===== src/hw/rtl/rmr_pkg.sv =====
// Shared types and constants for the fraction add/multiply/reduce block
`timescale 1ns / 1ps
`default_nettype none

package rmr_pkg;

    localparam int OPD_W  = 16;
    localparam int FUNC_W = 2;
    localparam int IN_W   = 16;
    localparam int NUM_W  = 33;
    localparam int DEN_W  = 32;
    localparam int PROD_W = 2 * OPD_W;
    localparam int UW     = NUM_W;
    localparam int CNT_W  = $clog2(UW + 1);

    localparam logic [FUNC_W-1:0] FN_ADD  = 2'd0;
    localparam logic [FUNC_W-1:0] FN_MUL  = 2'd1;
    localparam logic [FUNC_W-1:0] FN_EQ   = 2'd2;
    localparam logic [FUNC_W-1:0] FN_NONE = 2'd3;

    typedef struct packed {
        logic [FUNC_W-1:0] func;
        logic [IN_W-1:0]   a_num;
        logic [IN_W-1:0]   a_den;
        logic [IN_W-1:0]   b_num;
        logic [IN_W-1:0]   b_den;
    } t_in_req;

    typedef struct packed {
        logic [NUM_W-1:0] res_num;
        logic [DEN_W-1:0] res_den;
        logic             res_empty;
        logic             res_equal;
    } t_out_rsp;

    typedef enum logic {
        UOP_GCD,
        UOP_DIV
    } t_unit_op;

    typedef struct packed {
        logic          start;
        t_unit_op      op;
        logic [UW-1:0] x;
        logic [UW-1:0] y;
    } t_unit_req;

    typedef struct packed {
        logic          done;
        logic [UW-1:0] result;
    } t_unit_rsp;

endpackage

`default_nettype wire


===== src/hw/rtl/rmr_unit.sv =====
// Shared subtract/shift unit: binary gcd and restoring division, one step per cycle
`timescale 1ns / 1ps
`default_nettype none

module rmr_unit (
    input  wire logic               i_clk,
    input  wire logic               i_rst_n,
    input  wire rmr_pkg::t_unit_req i_req,
    output rmr_pkg::t_unit_rsp      o_rsp
);

    typedef enum logic [1:0] {
        U_IDLE,
        U_GCD,
        U_DIV
    } t_ustate;

    t_ustate                     r_state;
    logic [rmr_pkg::UW-1:0]      r_x;
    logic [rmr_pkg::UW-1:0]      r_y;
    logic [rmr_pkg::UW:0]        r_rem;
    logic [rmr_pkg::CNT_W-1:0]   r_k;
    logic [rmr_pkg::CNT_W-1:0]   r_cnt;
    logic                        r_done;
    logic [rmr_pkg::UW-1:0]      r_result;

    logic [rmr_pkg::UW:0]        rem_sh;
    logic [rmr_pkg::UW:0]        sub_a;
    logic [rmr_pkg::UW+1:0]      diff;
    logic                        ge;
    logic [rmr_pkg::UW-1:0]      gcd_out;
    logic                        done_now;

    assign rem_sh  = {r_rem[rmr_pkg::UW-1:0], r_x[rmr_pkg::UW-1]};
    assign sub_a   = (r_state == U_DIV) ? rem_sh : {1'b0, r_x};
    assign diff    = {1'b0, sub_a} - {2'b00, r_y};
    assign ge      = ~diff[rmr_pkg::UW+1];
    assign gcd_out = (r_x | r_y) << r_k;

    assign done_now = ((r_state == U_GCD) && (r_x == '0 || r_y == '0))
                   || ((r_state == U_DIV) && (r_cnt == rmr_pkg::CNT_W'(1)));

    always_ff @(posedge i_clk) begin
        if (!i_rst_n) begin
            r_state <= U_IDLE;
            r_done  <= 1'b0;
        end else begin
            r_done <= done_now;
            unique case (r_state)
                U_IDLE: begin
                    if (i_req.start) begin
                        r_x   <= i_req.x;
                        r_y   <= i_req.y;
                        r_k   <= '0;
                        r_rem <= '0;
                        r_cnt <= rmr_pkg::CNT_W'(rmr_pkg::UW);
                        r_state <= (i_req.op == rmr_pkg::UOP_GCD) ? U_GCD : U_DIV;
                    end
                end
                U_GCD: begin
                    priority if (r_x == '0 || r_y == '0) begin
                        r_result <= gcd_out;
                        r_state  <= U_IDLE;
                    end else if (!r_x[0] && !r_y[0]) begin
                        r_x <= r_x >> 1;
                        r_y <= r_y >> 1;
                        r_k <= r_k + 1'b1;
                    end else if (!r_x[0]) begin
                        r_x <= r_x >> 1;
                    end else if (!r_y[0]) begin
                        r_y <= r_y >> 1;
                    end else if (ge) begin
                        r_x <= diff[rmr_pkg::UW-1:0];
                    end else begin
                        r_x <= r_y;
                        r_y <= r_x;
                    end
                end
                U_DIV: begin
                    r_rem <= ge ? diff[rmr_pkg::UW:0] : rem_sh;
                    r_x   <= {r_x[rmr_pkg::UW-2:0], ge};
                    r_cnt <= r_cnt - 1'b1;
                    if (r_cnt == rmr_pkg::CNT_W'(1)) begin
                        r_result <= {r_x[rmr_pkg::UW-2:0], ge};
                        r_state  <= U_IDLE;
                    end
                end
                default: begin
                    r_state <= U_IDLE;
                end
            endcase
        end
    end

    assign o_rsp.done   = r_done;
    assign o_rsp.result = r_result;

endmodule

`default_nettype wire


===== src/hw/rtl/rmr_mul.sv =====
// Multiplier with a registered product for the cross products
`timescale 1ns / 1ps
`default_nettype none

module rmr_mul (
    input  wire logic                        i_clk,
    input  wire logic [rmr_pkg::OPD_W-1:0]   i_x,
    input  wire logic [rmr_pkg::OPD_W-1:0]   i_y,
    output logic      [rmr_pkg::PROD_W-1:0]  o_p
);

    logic [rmr_pkg::PROD_W-1:0] r_p;

    always_ff @(posedge i_clk) begin
        r_p <= rmr_pkg::PROD_W'(i_x) * rmr_pkg::PROD_W'(i_y);
    end

    assign o_p = r_p;

endmodule

`default_nettype wire


===== src/hw/rtl/rational_add_mul_reduce.sv =====
// Top level: sequencer, operand and result registers, output register
//
// Usage:
//   Input channel i_in_valid / o_in_ready carries one request: an operation code
//   (add, multiply, equality compare) and two fractions of 16-bit fields. The
//   output channel o_out_valid / i_out_ready returns exactly one response per
//   request: reduced numerator and denominator, an empty flag and an equal flag.
//   One request is worked on at a time; o_in_ready is high only while idle.
//   The shared subtract/shift unit does one binary-gcd step or one quotient bit
//   per cycle; each operand and the result with a non-zero numerator and a
//   non-zero denominator need one gcd and two divisions.
//   A finished response waits in the output register while the receiver stalls,
//   and the next request is taken meanwhile; the sequencer holds its result
//   until the output register is free.
//   Reset is synchronous, active low, and empties the output register.
`timescale 1ns / 1ps
`default_nettype none

module rational_add_mul_reduce (
    input  wire logic             i_clk,
    input  wire logic             i_rst_n,
    input  wire logic             i_in_valid,
    output logic                  o_in_ready,
    input  wire rmr_pkg::t_in_req i_in_req,
    output logic                  o_out_valid,
    input  wire logic             i_out_ready,
    output rmr_pkg::t_out_rsp     o_out_rsp
);

    typedef enum logic [3:0] {
        S_IDLE,
        S_LOAD,
        S_CHECK,
        S_GCD,
        S_DIVN,
        S_DIVD,
        S_STORE,
        S_BRANCH,
        S_MUL0,
        S_MUL1,
        S_MUL2,
        S_MUL3,
        S_DONE
    } t_state;

    typedef enum logic [1:0] {
        SEL_A,
        SEL_B,
        SEL_RES
    } t_sel;

    t_state                          r_state;
    t_sel                            r_sel;
    logic [rmr_pkg::FUNC_W-1:0]      r_func;
    logic [rmr_pkg::OPD_W-1:0]       r_an;
    logic [rmr_pkg::OPD_W-1:0]       r_ad;
    logic [rmr_pkg::OPD_W-1:0]       r_bn;
    logic [rmr_pkg::OPD_W-1:0]       r_bd;
    logic [rmr_pkg::NUM_W-1:0]       r_rn;
    logic [rmr_pkg::DEN_W-1:0]       r_rd;
    logic                            r_rempty;
    logic [rmr_pkg::UW-1:0]          r_wn;
    logic [rmr_pkg::UW-1:0]          r_wd;
    logic [rmr_pkg::UW-1:0]          r_g;
    logic                            r_out_valid;
    rmr_pkg::t_out_rsp               r_out;

    rmr_pkg::t_unit_req              unit_req;
    rmr_pkg::t_unit_rsp              unit_rsp;
    logic [rmr_pkg::OPD_W-1:0]       mul_x;
    logic [rmr_pkg::OPD_W-1:0]       mul_y;
    logic [rmr_pkg::PROD_W-1:0]      mul_p;
    logic                            eq;
    logic                            arith;
    logic                            out_load;
    rmr_pkg::t_out_rsp               out_next;

    assign o_in_ready  = (r_state == S_IDLE);
    assign o_out_valid = r_out_valid;
    assign o_out_rsp   = r_out;

    assign arith = (r_func == rmr_pkg::FN_ADD) || (r_func == rmr_pkg::FN_MUL);
    assign eq    = (r_ad != '0) && (r_an == r_bn) && (r_ad == r_bd);

    assign out_load = (r_state == S_DONE) && (!r_out_valid || i_out_ready);

    always_comb begin
        out_next = '0;
        if (arith) begin
            out_next.res_num   = r_rn;
            out_next.res_den   = r_rd;
            out_next.res_empty = r_rempty;
        end else if (r_func == rmr_pkg::FN_EQ) begin
            out_next.res_equal = eq;
        end
    end

    always_comb begin
        unit_req.start = ((r_state == S_CHECK) && (r_wd != '0) && (r_wn != '0))
                      || ((r_state == S_GCD) && unit_rsp.done)
                      || ((r_state == S_DIVN) && unit_rsp.done);
        unit_req.op    = (r_state == S_CHECK) ? rmr_pkg::UOP_GCD : rmr_pkg::UOP_DIV;
        unit_req.x     = (r_state == S_DIVN) ? r_wd : r_wn;
        unique case (r_state)
            S_CHECK: unit_req.y = r_wd;
            S_GCD:   unit_req.y = unit_rsp.result;
            default: unit_req.y = r_g;
        endcase
    end

    always_comb begin
        unique case (r_state)
            S_MUL0: begin
                mul_x = r_an;
                mul_y = (r_func == rmr_pkg::FN_ADD) ? r_bd : r_bn;
            end
            S_MUL1: begin
                mul_x = r_ad;
                mul_y = r_bn;
            end
            default: begin
                mul_x = r_ad;
                mul_y = r_bd;
            end
        endcase
    end

    rmr_unit u_unit (
        .i_clk   (i_clk),
        .i_rst_n (i_rst_n),
        .i_req   (unit_req),
        .o_rsp   (unit_rsp)
    );

    rmr_mul u_mul (
        .i_clk (i_clk),
        .i_x   (mul_x),
        .i_y   (mul_y),
        .o_p   (mul_p)
    );

    always_ff @(posedge i_clk) begin
        if (!i_rst_n) begin
            r_state     <= S_IDLE;
            r_sel       <= SEL_A;
            r_out_valid <= 1'b0;
        end else begin
            if (out_load) begin
                r_out_valid <= 1'b1;
            end else if (r_out_valid && i_out_ready) begin
                r_out_valid <= 1'b0;
            end
            unique case (r_state)
                S_IDLE: begin
                    if (i_in_valid) begin
                        r_func  <= i_in_req.func;
                        r_an    <= i_in_req.a_num[rmr_pkg::OPD_W-1:0];
                        r_ad    <= i_in_req.a_den[rmr_pkg::OPD_W-1:0];
                        r_bn    <= i_in_req.b_num[rmr_pkg::OPD_W-1:0];
                        r_bd    <= i_in_req.b_den[rmr_pkg::OPD_W-1:0];
                        r_sel   <= SEL_A;
                        r_state <= S_LOAD;
                    end
                end
                S_LOAD: begin
                    r_wn    <= (r_sel == SEL_A) ? rmr_pkg::UW'(r_an) : rmr_pkg::UW'(r_bn);
                    r_wd    <= (r_sel == SEL_A) ? rmr_pkg::UW'(r_ad) : rmr_pkg::UW'(r_bd);
                    r_state <= S_CHECK;
                end
                S_CHECK: begin
                    priority if (r_wd == '0) begin
                        r_wn    <= '0;
                        r_state <= S_STORE;
                    end else if (r_wn == '0) begin
                        r_state <= S_STORE;
                    end else begin
                        r_state <= S_GCD;
                    end
                end
                S_GCD: begin
                    if (unit_rsp.done) begin
                        r_g     <= unit_rsp.result;
                        r_state <= S_DIVN;
                    end
                end
                S_DIVN: begin
                    if (unit_rsp.done) begin
                        r_wn    <= unit_rsp.result;
                        r_state <= S_DIVD;
                    end
                end
                S_DIVD: begin
                    if (unit_rsp.done) begin
                        r_wd    <= unit_rsp.result;
                        r_state <= S_STORE;
                    end
                end
                S_STORE: begin
                    unique case (r_sel)
                        SEL_A: begin
                            r_an    <= r_wn[rmr_pkg::OPD_W-1:0];
                            r_ad    <= r_wd[rmr_pkg::OPD_W-1:0];
                            r_sel   <= SEL_B;
                            r_state <= S_LOAD;
                        end
                        SEL_B: begin
                            r_bn    <= r_wn[rmr_pkg::OPD_W-1:0];
                            r_bd    <= r_wd[rmr_pkg::OPD_W-1:0];
                            r_state <= S_BRANCH;
                        end
                        default: begin
                            r_rn    <= r_wn;
                            r_rd    <= r_wd[rmr_pkg::DEN_W-1:0];
                            r_state <= S_DONE;
                        end
                    endcase
                end
                S_BRANCH: begin
                    r_rn     <= '0;
                    r_rd     <= '0;
                    r_rempty <= arith && (r_ad == '0 || r_bd == '0);
                    if (!arith || r_ad == '0 || r_bd == '0) begin
                        r_state <= S_DONE;
                    end else begin
                        r_state <= S_MUL0;
                    end
                end
                S_MUL0: begin
                    r_state <= S_MUL1;
                end
                S_MUL1: begin
                    r_wn    <= rmr_pkg::UW'(mul_p);
                    r_state <= S_MUL2;
                end
                S_MUL2: begin
                    if (r_func == rmr_pkg::FN_ADD) begin
                        r_wn <= r_wn + rmr_pkg::UW'(mul_p);
                    end
                    r_state <= S_MUL3;
                end
                S_MUL3: begin
                    r_wd    <= rmr_pkg::UW'(mul_p);
                    r_sel   <= SEL_RES;
                    r_state <= S_CHECK;
                end
                S_DONE: begin
                    if (out_load) begin
                        r_out   <= out_next;
                        r_state <= S_IDLE;
                    end
                end
                default: begin
                    r_state <= S_IDLE;
                end
            endcase
        end
    end

endmodule

`default_nettype wire


===== config.mk =====
export PLATFORM = sky130hd
export DESIGN_NAME = rational_add_mul_reduce
export DESIGN_NICKNAME = d
export VERILOG_FILES = /design/src/hw/rtl/rmr_pkg.sv /design/src/hw/rtl/rmr_unit.sv /design/src/hw/rtl/rmr_mul.sv /design/src/hw/rtl/rational_add_mul_reduce.sv
export SDC_FILE = /design/constraint.sdc
export NUM_CORES = 2
export LEC_CHECK = 0
export BUFFER_PORTS_ARGS = -buffer_cell sky130_fd_sc_hd__buf_2
export CAP_MARGIN = 20
export CELL_PAD_IN_SITES_DETAIL_PLACEMENT = 0
export CELL_PAD_IN_SITES_GLOBAL_PLACEMENT = 1
export CORE_ASPECT_RATIO = 1.5
export CORE_UTILIZATION = 45
export CTS_BUF_LIST = sky130_fd_sc_hd__clkbuf_8
export DETAILED_ROUTE_END_ITERATION = 7
export HOLD_SLACK_MARGIN = 0.03
export PLACE_DENSITY_LB_ADDON = 0.08
export SLEW_MARGIN = 40
export SYNTH_ARGS = -nofsm -noshare
export SYNTH_HDL_FRONTEND = slang
export SYNTH_SLANG_ARGS = --single-unit

===== constraint.sdc =====
create_clock -name i_clk -period 14.43 [get_ports i_clk]
set_input_delay 0 -clock i_clk [delete_from_list [all_inputs] [get_ports i_clk]]
set_output_delay 0 -clock i_clk [all_outputs]
set_load 0.005 [all_outputs]

Word level (Yosys, flattened, before mapping)
Cells that the tools add are included.

Reduce and logical (&&, ||, !) cells: 70. Bitwise operators: 3. Multiplexer cells: 75. Equality and inequality tests: 38. Multiply operators: 1. Shift operators: 1. Add/sub/neg operators: 4.

Operators by type and width (count): $mux 33 (21); $pmux 33 s2 (5); $pmux 33 s3 (2); $mux 16 (12); $pmux 33 s5 (1); $pmux 16 s2 (5); $logic_not 33->1 (4); $reduce_bool 33->1 (2); $pmux 32 s2 (1); $pmux 4 s12 (1); $sub 34x33->35 (1); $mux 34 (1); $add 33x32->33 (1); $or 33x33->33 (1); $shl 33x6->33 (1); $eq 16x16->1 (2); $logic_not 16->1 (2); $mul 16x16->32 (1); $mux 32 (1); $reduce_and 5->1 (5); $mux 6 (4); $pmux 6 s2 (2); $reduce_and 3->1 (8); $eq 4x4->1 const B (5); 32 further kinds (103).

Input port bits: 70. Word-level logic and storage cells: 221. Output and inout port bits: 69. Register bits after elaboration: 484.

Depth between registers and ports, before layout
Word-level depth: 9. Mapped depth: 29. Mapped depth without buffers: 27.

Modules after synthesis
Synthesis repeated with hierarchy kept, for this count alone.

Cell total of the unflattened synthesis: 3710. Area total of the unflattened synthesis: 36626.4 µm².

By module, submodules not included: rational_add_mul_reduce (cells each 1390, sequential area each 9088.7 µm², area an instance 15995.3 µm², times used 1); rmr_unit (cells each 1311, sequential area each 4384.2 µm², area an instance 11473.5 µm², times used 1); rmr_mul (cells each 1009, sequential area each 640.6 µm², area an instance 9157.5 µm², times used 1).

Worst setup path before layout
Ideal clock, no wire load.

Path kind: register to register. Start: reg r_state[0]. End: reg r_rd[0] (netlist name), enable pin. Slack: 6349 ps. Cell stages (with the launch flop): 6. Setup time: 648 ps. Arrival: 7432 ps. Required time: 13782 ps. Path buffers: 3. Period minus slack after synthesis: 8081 ps. Path through: dfxtp_1 > clkbuf_1 > clkbuf_1 > clkbuf_1 > nor2_1 > nor4_1.

Longest elaborated chain between the ends: 3. Elaborated cells on any way between the ends: 5. Those cells by class: eq/ne: 3; reduce/logical: 2.

RTL lines: from (decl) (RTL line rational_add_mul_reduce.sv:52) `t_state r_state;`; from (signal assigned) (RTL line rational_add_mul_reduce.sv:144) `r_state <= S_IDLE;`; from (signal assigned) (RTL line rational_add_mul_reduce.sv:162) `r_state <= S_LOAD;`; from (signal assigned) (RTL line rational_add_mul_reduce.sv:168) `r_state <= S_CHECK;`; $eq 4x3->1 (RTL line rational_add_mul_reduce.sv:153) `unique case (r_state)`; $ne 2x2->1 (no source line) or $reduce_bool 2->1 (tied branches); $reduce_and 3->1 (no source line) (*); to (signal assigned) (RTL line rational_add_mul_reduce.sv:213) `r_rd <= r_wd[rmr_pkg::DEN_W-1:0];`; to (decl) (RTL line rational_add_mul_reduce.sv:60) `logic [rmr_pkg::DEN_W-1:0] r_rd;`.

Mark *: on every way between the ends. The rest lies on a longest branch, timed or not. A chain may end at the register's enable or synchronous reset.

Worst setup path in the final report
Start: reg r_state[2]. End: reg u_mul.r_p, in the netlist u_mul.o_p[30].

Longest elaborated chain between the ends: 3. Elaborated cells on any way between the ends: 5. Those cells by class: mul: 1; eq/ne: 2; mux: 2.

RTL lines: $eq 4x4->1 (RTL line rational_add_mul_reduce.sv:112) `unique case (r_state)`; $pmux 16 s2 or $mux 16 (tied branches) (RTL line rational_add_mul_reduce.sv:112); $mul 16x16->32 (*) (RTL line rmr_mul.sv:15) `r_p <= rmr_pkg::PROD_W'(i_x) * rmr_pkg::PROD_W'(i_y);`; to (signal assigned) (RTL line rmr_mul.sv:15); to (decl) (RTL line rmr_mul.sv:12) `logic [rmr_pkg::PROD_W-1:0] r_p;`.

Marks and branches as above.

==> parameters.txt <==
Parameter                              Value

CTS
  Clock tree root driver cell ... clkbuf_8
  Clk buf depth ... 3
  Clock-pin slew reported for the worst setup and hold paths after clock tree synthesis ... 0.06 ns
  Clock latency on the worst-skew pair ... 0.74 ns
  Num CTS Buffers ... 78
  Clk sink count ... 484
  H-tree levels ... 3
  CTS tree ... yes
  Setup Fix Bufs, Post-CTS ... 0

Setup path
  CP Data Required Time ... 15.02 ns
  Critical Path Fanout Max ... 26
  CP arrival ... 8.73 ns
  Critical Path Sink Type ... flop
  Flop2flop setup slack ... 6.29 ns
  Worst setup SP type ... flop
  Kind of critical path ... flop to flop

Routing
  Wire length reported by the detailed router ... 134000 µm
  Number of search-and-repair iterations in the first detailed-routing pass ... 5
  Remaining DRCs ... 0
  Vias post-DR ... 29480
  Detail-routed net length per standard cell ... 26.8 µm
  Detail Route Antenna Nets ... 0
  Initial drt markers ... 2265
  Via density per instance ... 5.89

STA
  Final critical-path setup slack ... 6.29 ns
  Achievable Freq ... 123 MHz
  Setup TNS after final layout ... 0 ns
  Worst rel slew slack ... 41.5%
  Share of the cycle needed by the critical path after routing ... 56.4%
  Min cycle time layout ... 8.14 ns
  Setup repair after global routing missed its margin ... no
  Number of endpoints failing setup at the final stage ... 0
  Transition at the pin with the smallest max-transition slack ... 0.877 ns
  Hold violation count in the final report ... 0
  Final Slew Violations ... 0
  Worst clock skew on the final layout ... 0.0554 ns

Placement
  Number of buffers inserted by port buffering ... 138
  Cell area after placement ... 38400 µm²
  HPWL Detailed ... 105000 µm
  Post-Place Cells ... 4743
  Worst slack at placement ... 6.01 ns
  Routability congestion estimate ... 0.986

Layout
  FILL cells ... 7511
  Layout area overhead ... 12.9%
  Area of combinational cells with multiple inputs ... 20700 µm²
  Ratio of cells with drive above 1 in the final layout ... 11.4%
  Number of standard cells in the layout, taps in and fillers out ... 5007
  Nets ... 4349
  Register cell area after layout ... 14100 µm²
  Flip-flop count of the largest register, all copies and words added ... 67
  Design area ... 41100 µm²

Die
  Floorplan die area ... 82100 µm²
  Die Width ... 234 µm
  Top Ports ... 139
  Initial core utilization ... 45.5%
  Placeable core region ... 80100 µm²
  Floorplan row count ... 127
  Die Span Y ... 350 µm

Yosys
  Synthesized-area fraction occupied by adder cells ... 16.8%
  Cells taking the most area after synthesis ... edfxtp_1 36%, fa_1 11%, ha_1 6.0%, nand2_1 5.2%, mux2i_1 4.7%
  Post-synthesis mux area share ... 7.27%
  Leading post-synthesis cells by instance count ... 501 x nand2_1, 442 x edfxtp_1, 292 x nor2_1
  Synth Area in Compound Gates ... 13.2%
  Most common cell in the netlist ... nand2_1
  Cell type contributing the most total cell area after synthesis ... edfxtp_1
  Post-Synth XOR/XNOR Area ... 2.89%
  Average footprint of a synthesized cell ... 9.83 µm²
  Total number of yosys warnings ... 0
  Main combinational cell family by area after synthesis ... adder cells
  Area of the mapped netlist ... 36400 µm²
  Number of enable-type register cells in the synthesized netlist ... 442
  Share of the synthesized area in the top cell type ... 36.4%
  Cell count after synthesis ... 3707
  Number of nets in the synthesized netlist ... 4149
  Async set-or-reset flop fraction in the synthesized netlist ... 0%
  Post-Synth Simple-Gate Area ... 16.0%
  Proportion of synthesized chip area in sequential cells ... 38.7%
  Total of flip-flops plus latches after synthesis ... 484
  Synth unique cells ... 82
  Main flop type after synthesis ... edfxtp_1

Global route
  Pin count of the biggest net entering global routing ... 83
  Overall fraction of global-route tracks in use ... 33.1%
  Grt total ovfl ... 0
  Number of global-route vias before repair ... 30781
  Wire length of the first global-routing pass ... 197000 µm
  Antenna violations before repair ... 5

Status
  Outcome ... finished clean

Job
  Max Cap Viol ... 0

Worst hold path
  Class of the tightest hold or removal check ... primary input to flop
-- stage by stage --
| step | utilization (%) | hold slack, ns |
|---|---|---|
| 3_5_place_dp | 47.9 | 0.219 |
| 4_1_cts | 51.3 | 0.0300 |
| 6_report | 51.4 | 0.0863 |
| 2_1_floorplan | - | 0.0989 |
| 3_3_place_gp | 47.7 | 0.221 |
| 5_1_grt | 51.4 | 0.0668 |
-- worst max-delay path, cell delays in order, from the launching register on --
cell	delay (ns)
dfxtp_1	0.73
nor2_1	0.22
o311ai_4	0.14
buf_4	0.46
mux2i_4	0.71
nor2_1	0.15
fa_1	0.54
inv_1	0.05
fa_1	0.49
fa_1	0.52
inv_1	0.05
fa_1	0.50
fa_1	0.49
inv_1	0.05
fa_1	0.47
inv_1	0.04
ha_1	0.33
a211oi_1	0.33
a21oi_1	0.11
a221o_1	0.35
a211oi_1	0.45
or3_1	0.22
a31oi_1	0.11
a21oi_1	0.18
o21bai_1	0.09
xor2_1	0.14
-- cell families (layout without fill, tap and decap cells) --
| logic type | Yosys count | in the layout |
|---|---|---|
| AO/OA/AOI/OAI | 733 | 733 |
| XOR/XNOR | 120 | 120 |
| buffers and inverters | 485 | 750 |
| adder cells (fa/ha/maj) | 372 | 372 |
| AND/OR/NAND/NOR | 1260 | 1260 |
| other | 0 | 3 |
| flip-flops | 484 | 484 |
| multiplexers | 253 | 253 |
-- placed cells by master, fill, tap and decap left out, types with 80 or more instances in the layout --
cell / instances
mux2i_1: 159
fa_1: 196
inv_1: 311
buf_2: 138
a21oi_1: 237
nor2_1: 286
nor2b_1: 120
mux2_2: 80
nand2_1: 501
ha_1: 173
edfxtp_1: 442
dlygate4sd3_1: 115
clkbuf_8: 83
and2_1: 88
o21ai_0: 113
-- area by class of cell --
class	count	area share, %
tap	1032	3.14
timing repair buffer	319	5.82
clock inverter	62	1.02
inverter	286	2.61
clock buffer	83	2.78
sequential	484	34.3
multi-input combinational	2738	50.3
antenna	3	0.0182
-- final timing paths --
path	cells past startpoint	start	end
setup / recovery	25	r_state[2]	u_mul.o_p[30]
hold / removal	4	i_in_req[2]	r_bd[2]
setup reg to reg	25	r_state[2]	u_mul.o_p[30]
hold reg to reg	1	r_rd[14]	o_out_rsp[16]
-- metal layers --
layer	vias up	part of all wire [%]	track usage [%]
li1	13444	-	-
met1	14622	36	36.0
met2	1057	52	60.1
met3	355	4.5	3.67
met4	2	7.4	21.8
met5	-	0.0097	0
-- timing repair --
item                       in CTS  in global routing
hold endpoints to repair      111                  0
gates resized for setup         0                  0
hold buffers                  115                  0
setup endpoints to repair       0                  0
Power is left out: the tool's default activity adds up to more than one toggle a clock period on the data nets, which glitch-free logic cannot reach.
